### src/sv/point_attractor_velocity_kick_core_defines.svh
// Assertion macros for the point attractor core.
// Each checks on the rising edge of clk and is off while arst_n is low.
`ifndef POINT_ATTRACTOR_VELOCITY_KICK_CORE_DEFINES_SVH
`define POINT_ATTRACTOR_VELOCITY_KICK_CORE_DEFINES_SVH

`ifndef NO_ASSERTIONS
`define PAVK_ASSERT(lbl, prop, msg) \
	lbl: assert property (@(posedge clk) disable iff (!arst_n) (prop)) else $error(msg);
`define PAVK_ASSERT_NEXT(lbl, ante, cons, msg) \
	lbl: assert property (@(posedge clk) disable iff (!arst_n) (ante) |=> (cons)) else $error(msg);
`else
`define PAVK_ASSERT(lbl, prop, msg)
`define PAVK_ASSERT_NEXT(lbl, ante, cons, msg)
`endif

`endif

### src/sv/pavk_skid.sv
`default_nettype none
`include "point_attractor_velocity_kick_core_defines.svh"
// Two-entry output buffer; space stays high while one item waits.
module pavk_skid #(
	parameter int W = 65
) (
	input  logic         clk,
	input  logic         arst_n,
	input  logic         push,
	input  logic [W-1:0] push_data,
	output logic         space,
	output logic         valid,
	input  logic         ready,
	output logic [W-1:0] data
);

	logic [W-1:0] mem_q [2];
	logic [1:0]   cnt_q;
	logic         wr_q;
	logic         rd_q;
	logic         pop;

	assign pop   = valid & ready;
	assign space = cnt_q != 2'd2;
	assign valid = cnt_q != 2'd0;
	assign data  = mem_q[rd_q];

	always_ff @(posedge clk or negedge arst_n) begin
		if (!arst_n) begin
			cnt_q <= 2'd0;
			wr_q  <= 1'b0;
			rd_q  <= 1'b0;
		end else begin
			if (push) begin
				wr_q <= ~wr_q;
			end
			if (pop) begin
				rd_q <= ~rd_q;
			end
			if (push && !pop) begin
				cnt_q <= cnt_q + 2'd1;
			end else if (pop && !push) begin
				cnt_q <= cnt_q - 2'd1;
			end
		end
	end

	always_ff @(posedge clk) begin
		if (push) begin
			mem_q[wr_q] <= push_data;
		end
	end

	`PAVK_ASSERT(a_no_overflow, push |-> space, "item pushed into full output buffer")
	`PAVK_ASSERT_NEXT(a_fill_step, cnt_q == 2'd0, cnt_q != 2'd2, "output buffer filled by two at once")
	`PAVK_ASSERT_NEXT(a_drain, cnt_q == 2'd1 && pop && !push, cnt_q == 2'd0, "output buffer failed to drain")

endmodule
`default_nettype wire

### config.mk
export PLATFORM = sky130hd
export DESIGN_NAME = pavk_skid
export DESIGN_NICKNAME = d
export VERILOG_FILES = /design/src/sv/pavk_skid.sv
export VERILOG_INCLUDE_DIRS = /design/src /design/src/sv
export SDC_FILE = /design/constraint.sdc
export NUM_CORES = 1
export LEC_CHECK = 0
export BUFFER_PORTS_ARGS = -buffer_cell sky130_fd_sc_hd__buf_2
export CAP_MARGIN = 20
export CORE_UTILIZATION = 25
export DETAILED_ROUTE_END_ITERATION = 8
export PLACE_DENSITY = 0.54
export SYNTH_ARGS = -nofsm -noshare
export SYNTH_HDL_FRONTEND = slang
export SYNTH_SLANG_ARGS = --single-unit
### constraint.sdc
create_clock -name clk -period 4.19 [get_ports clk]
set_input_delay 0 -clock clk [delete_from_list [all_inputs] [get_ports clk]]
set_output_delay 0 -clock clk [all_outputs]
set_load 0.02 [all_outputs]
==> results.json <==
{
  "synth_cell_types": 15,
  "dpl-instance-area_um2": 6000,
  "dr.pass1.iters": 4,
  "slew_violations": 0,
  "fin_nets": 506,
  "outcome": "finished, final reports clean",
  "path_class": "reg2out",
  "timing.slew.headroom": 0.362,
  "synth-xor-area-share": 0.00869,
  "vias": 2742,
  "fin_area_um2": 7410,
  "drc": 0,
  "fin_worst_skew_ns": 0.00430,
  "die_y_um": 144,
  "final_hold_viol_count": 0,
  "syn_nets": 288,
  "io-pin-count": 136,
  "start_util": 0.257,
  "pre_cts_ws_ns": 2.10,
  "grt_pass1_vias": 2880,
  "max_cap_viol_count": 0,
  "internal_power_mw": 3.65,
  "synth_top_family_by_area": "multiplexers",
  "cts_root_buf": "clkbuf_16",
  "hpwl_um": 5710,
  "fin_tns_setup_ns": 0,
  "p_comb_frac": 0.293,
  "die_w_um": 144,
  "power_per_cell_area_nw_per_um2": 695,
  "final_cell_count_no_fill": 714,
  "dp.cells": 612,
  "ys_ff_latch": 134,
  "overflow": 0,
  "synth_mux_area_frac": 0.175,
  "clk_pin_slew_ns": 0.06,
  "hold_depth": 2,
  "yosys.area_share.simple": 0.00645,
  "synth_compound_area_frac": 0,
  "rows": 51,
  "syn_avg_cell_area_um2": 23.1,
  "ir_drop_mv": 0.268,
  "track_usage": 0.0976,
  "worstSetupEndpointType": "output pin",
  "diodes": 0,
  "cts.sinks": 134,
  "cts_resized": 0,
  "synth-adder-area-share": 0.00248,
  "finalSetupViolations": 0,
  "crit_fanout": 41,
  "p_switching_mw": 1.49,
  "grt_first_pass_wirelength_um": 14500,
  "die-area_um2": 20700,
  "cts.path.max_buffers": 2,
  "crit_path_start_kind": "flip-flop",
  "clk_latency_ns": 0.40,
  "cp.required_ns": 4.19,
  "antenna_found_initial": 0,
  "synth.yosys.seq_area_share": 0.794,
  "grt_max_degree": 67,
  "gp_congestion": 0.656,
  "initialDrtViolationCount": 106,
  "fill_cells": 1838,
  "area_growth_pct": 46.9,
  "hp-class": "in2reg",
  "port_buffers": 135,
  "cts_buffers": 17,
  "p_clk_frac": 0.332,
  "drive_gt1_frac": 0.521,
  "synthesis.area_um2": 5040,
  "crit_arrival_ns": 2.04,
  "cts_tree": "yes",
  "finalCriticalPeriod_ns": 2.04,
  "cts_max_level": 4,
  "fin_crit_sh": 0.487,
  "max_freq_mhz": 490,
  "core-area_um2": 19600,
  "seqPwrFrac": 0.374,
  "wl_um": 9820,
  "routed_via_density": 3.84,
  "setup_slack_ns": 2.15,
  "final_util": 0.378,
  "worst_pin_slew_ns": 0.957,
  "synthCells": 218,
  "wl_per_cell_um": 13.8,
  "ant_nets": 0,
  "yosys_warnings": 0,
  "p_leak_nw": 2.90,
  "switching_share": 0.290,
  "rsz0062_at_grt": "false",
  "reg2regPathDepth": 2
}
## per-layer routing
| metal | part of all wire | track usage | vias up |
|---|---|---|---|
| met5 | 0 | 0 | - |
| met4 | 0.010 | 0.0381 | 0 |
| met3 | 0.061 | 0.0421 | 9 |
| met2 | 0.49 | 0.164 | 94 |
| met1 | 0.43 | 0.109 | 1343 |
| li1 | - | - | 1296 |
## cells by family (layout without fill, tap and decap cells)
group                      after synthesis  after routing
muxes                                   65             65
adders and majority gates                1              1
xor gates and xnor gates                 5              5
and+or+nand+nor                          6              6
DFF                                    134            134
buffers and inverters                    7            238
## cell usage in the layout (no fill, tap or decap)
| cell | instances |
|---|---|
| dlygate4sd3_1 | 69 |
| nor2_1 | 1 |
| xnor2_1 | 2 |
| or2_2 | 1 |
| edfxtp_1 | 130 |
| buf_4 | 1 |
| dfrtp_1 | 3 |
| xor2_1 | 3 |
| mux2_2 | 25 |
| buf_16 | 1 |
| dfrtp_4 | 1 |
| nor2b_4 | 1 |
| nand2b_1 | 1 |
| and2_4 | 1 |
| inv_6 | 1 |
| clkinv_1 | 2 |
| clkinvlp_4 | 1 |
| mux2_4 | 40 |
| clkbuf_16 | 17 |
| clkinv_4 | 2 |
| clkbuf_1 | 2 |
| bufinv_16 | 7 |
| nand2_1 | 1 |
| buf_2 | 135 |
| ha_1 | 1 |
## final cells by class
| cell class | instances | area (um2) | share of cell area |
|---|---|---|---|
| tap | 265 | 332 | 0.0448 |
| clock buffer | 19 | 433 | 0.0585 |
| sequential | 134 | 4010 | 0.541 |
| multi-input combinational | 77 | 981 | 0.132 |
| timing repair buffer | 206 | 1400 | 0.189 |
| clock inverter | 13 | 251 | 0.0340 |
## power by group through the flow
stage | sequential, mW | combinational, mW | clock (mW)
6_report | 1.93 | 1.51 | 1.71
5_1_grt | 1.96 | 1.62 | 1.81
4_1_cts | 2.03 | 1.43 | 1.77
3_5_place_dp | 2.05 | 1.38 | 0
3_3_place_gp | 2.04 | 1.36 | 0
2_1_floorplan | 1.88 | 1.13 | 0
## cells in the mapped netlist
cell      number  area [um2]
and2_1         1        6.26
buf_2          2        10.0
buf_6          5        56.3
dfrtp_1        4         100
edfxtp_1     130        3900
ha_1           1        12.5
mux2_2        25         282
mux2_4        40         601
nand2_1        1        3.75
nand2b_1       1        6.26
nor2_1         1        3.75
nor2b_1        1        6.26
or2_2          1        6.26
xnor2_1        2        17.5
xor2_1         3        26.3
## metrics by stage
| stage | total power, mW | hold slack, ns |
|---|---|---|
| floorplan | 3.01 | -0.296 |
| global placement | 3.40 | -0.170 |
| detailed placement | 3.43 | -0.173 |
| CTS | 5.22 | 0.287 |
| finish | 5.15 | 0.314 |
| global route | 5.39 | 0.292 |
## worst paths after layout
| check | from | endpoint | slack (ns) |
|---|---|---|---|
| max | rd_q | data[57] | 2.15 |
| min | push_data[61] | mem_q[0][61] | 0.31 |
| max reg2reg | wr_q | mem_q[0][1] | 2.18 |
| min reg2reg | wr_q | wr_q | 0.55 |
| max in group asynchronous | arst_n | rd_q | 3.46 |
| min in group asynchronous | arst_n | cnt_q[1] | 0.51 |
## critical path, cell delays in order (launching register included)
cell	delay, ns
dfrtp_4	0.75
buf_16	0.32
mux2_2	0.37
buf_2	0.16
## repair_timing
action                    4_1_cts  5_1_grt
buffers inserted                0        0
hold buffers                   69        0
hold endpoints to repair      136        0
## sequential cells by signal (all words and copies together), names as in the netlist
signal	count
cnt_q	2
wr_q	1
mem_q	130
rd_q	1
Power figures use the tool's default switching activity.
