<file path="config.mk">
export PLATFORM = sky130hd
export DESIGN_NAME = pavk_div
export DESIGN_NICKNAME = d
export VERILOG_FILES = /design/src/sv/point_attractor_velocity_kick_core_defines.svh /design/src/sv/pavk_div.sv
export SDC_FILE = /design/constraint.sdc
export NUM_CORES = 2
export LEC_CHECK = 0
export ABC_AREA = 0
export BUFFER_PORTS_ARGS = -buffer_cell sky130_fd_sc_hd__clkbuf_2
export CAP_MARGIN = 20
export CORE_ASPECT_RATIO = 0.9
export CORE_MARGIN = 4
export CORE_UTILIZATION = 45
export CTS_CLUSTER_DIAMETER = 30
export DETAILED_ROUTE_END_ITERATION = 8
export HOLD_SLACK_MARGIN = 0.05
export SLEW_MARGIN = 40
export SYNTH_ARGS = -nofsm -noshare
export SYNTH_HDL_FRONTEND = slang
export SYNTH_SLANG_ARGS = --single-unit
</file>
<file path="constraint.sdc">
create_clock -name clk -period 9.1 [get_ports clk]
set_clock_uncertainty 0.15 [all_clocks]
set_input_delay 1.82 -clock clk [delete_from_list [all_inputs] [get_ports clk]]
set_output_delay 1.82 -clock clk [all_outputs]
set_load 0.05 [all_outputs]
</file>
<file path="src/sv/point_attractor_velocity_kick_core_defines.svh">
// Assertion macros for the point attractor core.
// Each checks on the rising edge of clk and is off while arst_n is low.
`ifndef POINT_ATTRACTOR_VELOCITY_KICK_CORE_DEFINES_SVH
`define POINT_ATTRACTOR_VELOCITY_KICK_CORE_DEFINES_SVH

`ifndef NO_ASSERTIONS
`define PAVK_ASSERT(lbl, prop, msg) \
	lbl: assert property (@(posedge clk) disable iff (!arst_n) (prop)) else $error(msg);
`define PAVK_ASSERT_NEXT(lbl, ante, cons, msg) \
	lbl: assert property (@(posedge clk) disable iff (!arst_n) (ante) |=> (cons)) else $error(msg);
`else
`define PAVK_ASSERT(lbl, prop, msg)
`define PAVK_ASSERT_NEXT(lbl, ante, cons, msg)
`endif

`endif

</file>
<file path="src/sv/pavk_div.sv">
`default_nettype none
// Pipelined restoring divider, one quotient bit per stage, lanes share a divisor.
// in_hi is the top of the dividend and must be below in_den.
module pavk_div #(
	parameter int DENW  = 32,
	parameter int QW    = 17,
	parameter int LANES = 2,
	parameter int SW    = 1
) (
	input  logic                        clk,
	input  logic                        arst_n,
	input  logic                        en,
	input  logic                        in_valid,
	input  logic [DENW-1:0]             in_den,
	input  logic [LANES-1:0][DENW-1:0]  in_hi,
	input  logic [LANES-1:0][QW-1:0]    in_lo,
	input  logic [SW-1:0]               in_sb,
	output logic                        out_valid,
	output logic [LANES-1:0][QW-1:0]    out_q,
	output logic [SW-1:0]               out_sb
);

	logic [QW-1:0]                 vld_s;
	logic [DENW-1:0]               den_s [QW];
	logic [LANES-1:0][DENW-1:0]    hi_s  [QW];
	logic [LANES-1:0][QW-1:0]      lo_s  [QW];
	logic [LANES-1:0][QW-1:0]      q_s   [QW];
	logic [SW-1:0]                 sb_s  [QW];

	logic [QW-1:0]                 vld_i;
	logic [DENW-1:0]               den_i [QW];
	logic [LANES-1:0][DENW-1:0]    hi_i  [QW];
	logic [LANES-1:0][QW-1:0]      lo_i  [QW];
	logic [LANES-1:0][QW-1:0]      q_i   [QW];
	logic [SW-1:0]                 sb_i  [QW];

	logic [LANES-1:0][DENW:0]      cat_c [QW];
	logic [LANES-1:0]              ge_c  [QW];
	logic [LANES-1:0][DENW-1:0]    hi_c  [QW];
	logic [LANES-1:0][QW-1:0]      q_c   [QW];

	always_comb begin
		vld_i[0] = in_valid;
		den_i[0] = in_den;
		hi_i[0]  = in_hi;
		lo_i[0]  = in_lo;
		q_i[0]   = '0;
		sb_i[0]  = in_sb;
		for (int k = 1; k < QW; k++) begin
			vld_i[k] = vld_s[k-1];
			den_i[k] = den_s[k-1];
			hi_i[k]  = hi_s[k-1];
			lo_i[k]  = lo_s[k-1];
			q_i[k]   = q_s[k-1];
			sb_i[k]  = sb_s[k-1];
		end
	end

	always_comb begin
		for (int k = 0; k < QW; k++) begin
			for (int l = 0; l < LANES; l++) begin
				cat_c[k][l] = {hi_i[k][l], lo_i[k][l][QW-1-k]};
				ge_c[k][l]  = cat_c[k][l] >= {1'b0, den_i[k]};
				hi_c[k][l]  = ge_c[k][l] ? DENW'(cat_c[k][l] - {1'b0, den_i[k]})
				                         : cat_c[k][l][DENW-1:0];
				q_c[k][l]   = {q_i[k][l][QW-2:0], ge_c[k][l]};
			end
		end
	end

	always_ff @(posedge clk or negedge arst_n) begin
		if (!arst_n) begin
			vld_s <= '0;
		end else if (en) begin
			vld_s <= vld_i;
		end
	end

	always_ff @(posedge clk) begin
		if (en) begin
			for (int k = 0; k < QW; k++) begin
				den_s[k] <= den_i[k];
				hi_s[k]  <= hi_c[k];
				lo_s[k]  <= lo_i[k];
				q_s[k]   <= q_c[k];
				sb_s[k]  <= sb_i[k];
			end
		end
	end

	assign out_valid = vld_s[QW-1];
	assign out_q     = q_s[QW-1];
	assign out_sb    = sb_s[QW-1];

endmodule
`default_nettype wire

</file>
==> results_dict.tcl <==
set metrics [dict create \
    run_status "complete, no violations" \
    dp.cells 15600 \
    placement.io_buffers 170 \
    internal_power_uw 37200 \
    dr.first_iter.drc_count 11100 \
    dpl_cell_area_sq_um 135000 \
    antenna_found_initial 19 \
    cts-resized-gates 0 \
    power.sequential.fraction 0.294 \
    post_route_cells_drive_above_1_share 0.117 \
    timing.rr.end "hi_s[0][518]" \
    r2r_setup_slack_ns 3.60 \
    worstSetupStartpointType "primary input" \
    ios 171 \
    chipWidth_um 574 \
    rows 186 \
    type_of_the_most_critical_hold_path "register to register" \
    worstSetupEndpointType "register" \
    hp-start "q_s[0][484]" \
    drv_cap 0 \
    worst_hold_path.num_cells 0 \
    peakVddDrop_uv 226 \
    worst_skew_pair.late_latency_ns 0.96 \
    detail_route.drc_violations 0 \
    combinationalPowerShare 0.446 \
    path_max_fanout 18 \
    post-dp-hpwl_mm 319 \
    grt_usage 0.265 \
    finalCriticalPeriod_ns 5.57 \
    fmax_mhz 180 \
    ys_dominant_reg_cell "edfxtp_1" \
    ys_warn_count 0 \
    final.period_utilization 0.612 \
    inserted_clock_buffers 440 \
    synth.net_count 13100 \
    hold_buffers 0 \
    drtPass1Iterations 6 \
    cts_buffer_depth 4 \
    synth_cells 11900 \
    grt_start_max_net_pins 163 \
    worst_hold_path.endpoint "q_s[0][519]" \
    final_common_cell "edfxtp_1" \
    post_cts_setup_buffer_count 0 \
    routedWlPerCell_um 24.7 \
    cp_data_required_time_ns 9.62 \
    rsz0062_at_grt "false" \
    synthTopCellsByArea "edfxtp_1, ha_1, a21oi_1" \
    routed-via-count 96100 \
    grt_remaining_overflow 0 \
    power.switching_uw 25600 \
    ys_ff_latch 2148 \
    tritoncts_num_sinks 2148 \
    worst_ep_arrival_time_ns 6.09 \
    fin_tns_setup_ns 0 \
    initial_core_util 0.453 \
    pd_cells_nw_per_um2 418 \
    design.core.area_sq_um 286000 \
    mostFrequentLayoutCells "edfxtp_1, a21oi_1, ha_1" \
    clk_transition_reported_paths_ns 0.05 \
    vias_in_the_first_global_route 90300 \
    route.final.wire_length_mm 405 \
    power.share.clock 0.261 \
    grt_pass1_wl_mm 590 \
    slew-limit-headroom 0.331 \
    cts_htree_levels 5 \
    rr_worst_depth 13 \
    final_count_of_negative_setup_slack_endpoints 0 \
    post-route-cell-area_sq_um 150000 \
    clock_tree_from_tritoncts "built" \
    worst_pin_slew_ns 0.993 \
    maxSlewViolCount 0 \
    netlist_area_sq_um 130000 \
    path_type_of_the_worst_setup_path "primary input to register" \
    post_drt_via_cell_ratio 5.86 \
    finalNetCount 13500 \
    final_antenna_net_count 0 \
    synth_top_cell_area_share 0.494 \
    floorplan.die.height_um 517 \
    finish.cell_count_without_fillers 16400 \
    postSynthAreaPerCell_sq_um 10.9 \
    share_of_async_settable_or_async_resettable_flops_after_synthesis 0.00791 \
    syn_to_final_growth_pct 16.1 \
    power.total_uw 62800 \
    gpl.final_weighted_congestion 0.986 \
    synthDistinctLibCells 91 \
    seq_area_frac_synth 0.497 \
    clock_tree.root_cell "clkbuf_16" \
    design.die.area_sq_um 296000 \
    finalHoldViolations 0 \
    rr_startpoint "den_s[0][225]" \
    synth_top_area_cell "edfxtp_1" \
    static-leakage-power_uw 0.0614 \
    synth_enable_flop_cells 2131 \
    power.switching_fraction 0.408 \
]
## kinds of logic after synthesis
| kind of cell | after synthesis | share of synthesized area |
|---|---|---|
| AOI/OAI and AO/OA | 3455 | 0.165 |
| and+or+nand+nor | 2752 | 0.0997 |
| DFF | 2148 | 0.497 |
| adders and majority gates | 1120 | 0.110 |
| buffers and inverters | 1104 | 0.0328 |
| xor gates and xnor gates | 879 | 0.0594 |
| muxes | 407 | 0.0359 |
## registers in the layout (all words and copies together), names as in the netlist
signal	count
hi_s	1024
den_s	512
q_s	306
lo_s	272
sb_s	17
vld_s	17
## synthesized netlist by cell type, types with 67 or more instances
| master | count |
|---|---|
| nand4_1 | 171 |
| nor2b_1 | 164 |
| edfxtp_1 | 2131 |
| a21oi_1 | 1136 |
| a211oi_1 | 67 |
| inv_1 | 807 |
| o21bai_1 | 126 |
| ha_1 | 1088 |
| clkbuf_1 | 225 |
| a31oi_1 | 105 |
| o21ai_0 | 831 |
| o21a_1 | 134 |
| a21o_1 | 568 |
| nand3_1 | 198 |
| o31ai_1 | 80 |
| nor2_1 | 751 |
| nand2_1 | 864 |
| nand2b_1 | 140 |
| xnor2_1 | 537 |
| and3_1 | 104 |
| xor2_1 | 342 |
| nor3_1 | 154 |
| mux2_2 | 357 |
## power groups by stage
stage / Clock, uW / Combinational (uW) / Sequential, uW
2_1_floorplan: 0 / 19900 / 16400
5_1_grt: 17200 / 30600 / 18600
3_5_place_dp: 0 / 27200 / 18400
4_1_cts: 16700 / 27500 / 18300
6_report: 16400 / 28000 / 18500
3_3_place_gp: 0 / 27000 / 18500
## routing by layer
metal / wire length [um] / part of all wire / track usage
met2: 149000 / 0.37 / 0.337
met4: 11100 / 0.027 / 0.0739
met3: 39000 / 0.096 / 0.0555
met1: 206000 / 0.51 / 0.438
met5: 13 / 0.000032 / 0
## stage by stage
stage / setup WS, ns / utilization / hold slack (ns)
4_1_cts: 3.61 / 0.525 / 0.252
6_report: 3.53 / 0.526 / 0.251
2_1_floorplan: 3.98 / - / 0.250
5_1_grt: 3.44 / 0.526 / 0.249
3_5_place_dp: 2.62 / 0.471 / 0.255
3_3_place_gp: 2.50 / 0.471 / 0.250
## how the worst max path moves through the flow
stage,slack [ns],end,depth (start not counted),start
2_1_floorplan,3.98,hi_s[0][24],14,in_den[2]
3_3_place_gp,2.50,hi_s[0][7],14,in_den[8]
3_5_place_dp,2.62,hi_s[0][6],14,in_den[8]
4_1_cts,3.61,hi_s[0][4],14,in_den[8]
5_1_grt,3.44,hi_s[0][4],14,in_den[8]
6_report,3.53,hi_s[0][4],14,in_den[8]
## final cells by class
class / instances / area [sq um]
sequential: 2148 / 64400
tap: 3760 / 4700
clock inverter: 354 / 4120
fill: 24800 / 136000
multi-input combinational: 8613 / 61200
antenna: 6 / 15.0
timing repair buffer: 234 / 1660
clock buffer: 475 / 11300
inverter: 809 / 3040
## critical path: stages
cell and delay [ns]:
clkbuf_2 0.11, inv_1 0.07, ha_1 0.39, nand4_1 0.26, a211oi_1 0.45, o211ai_1 0.22, o21ai_1 0.29, a31oi_1 0.21
o21a_1 0.25, o31a_1 0.35, o31a_1 0.31, o211ai_4 0.56, buf_4 0.39, mux2_2 0.38
No activity file was read; power rests on OpenSTA's default activity.
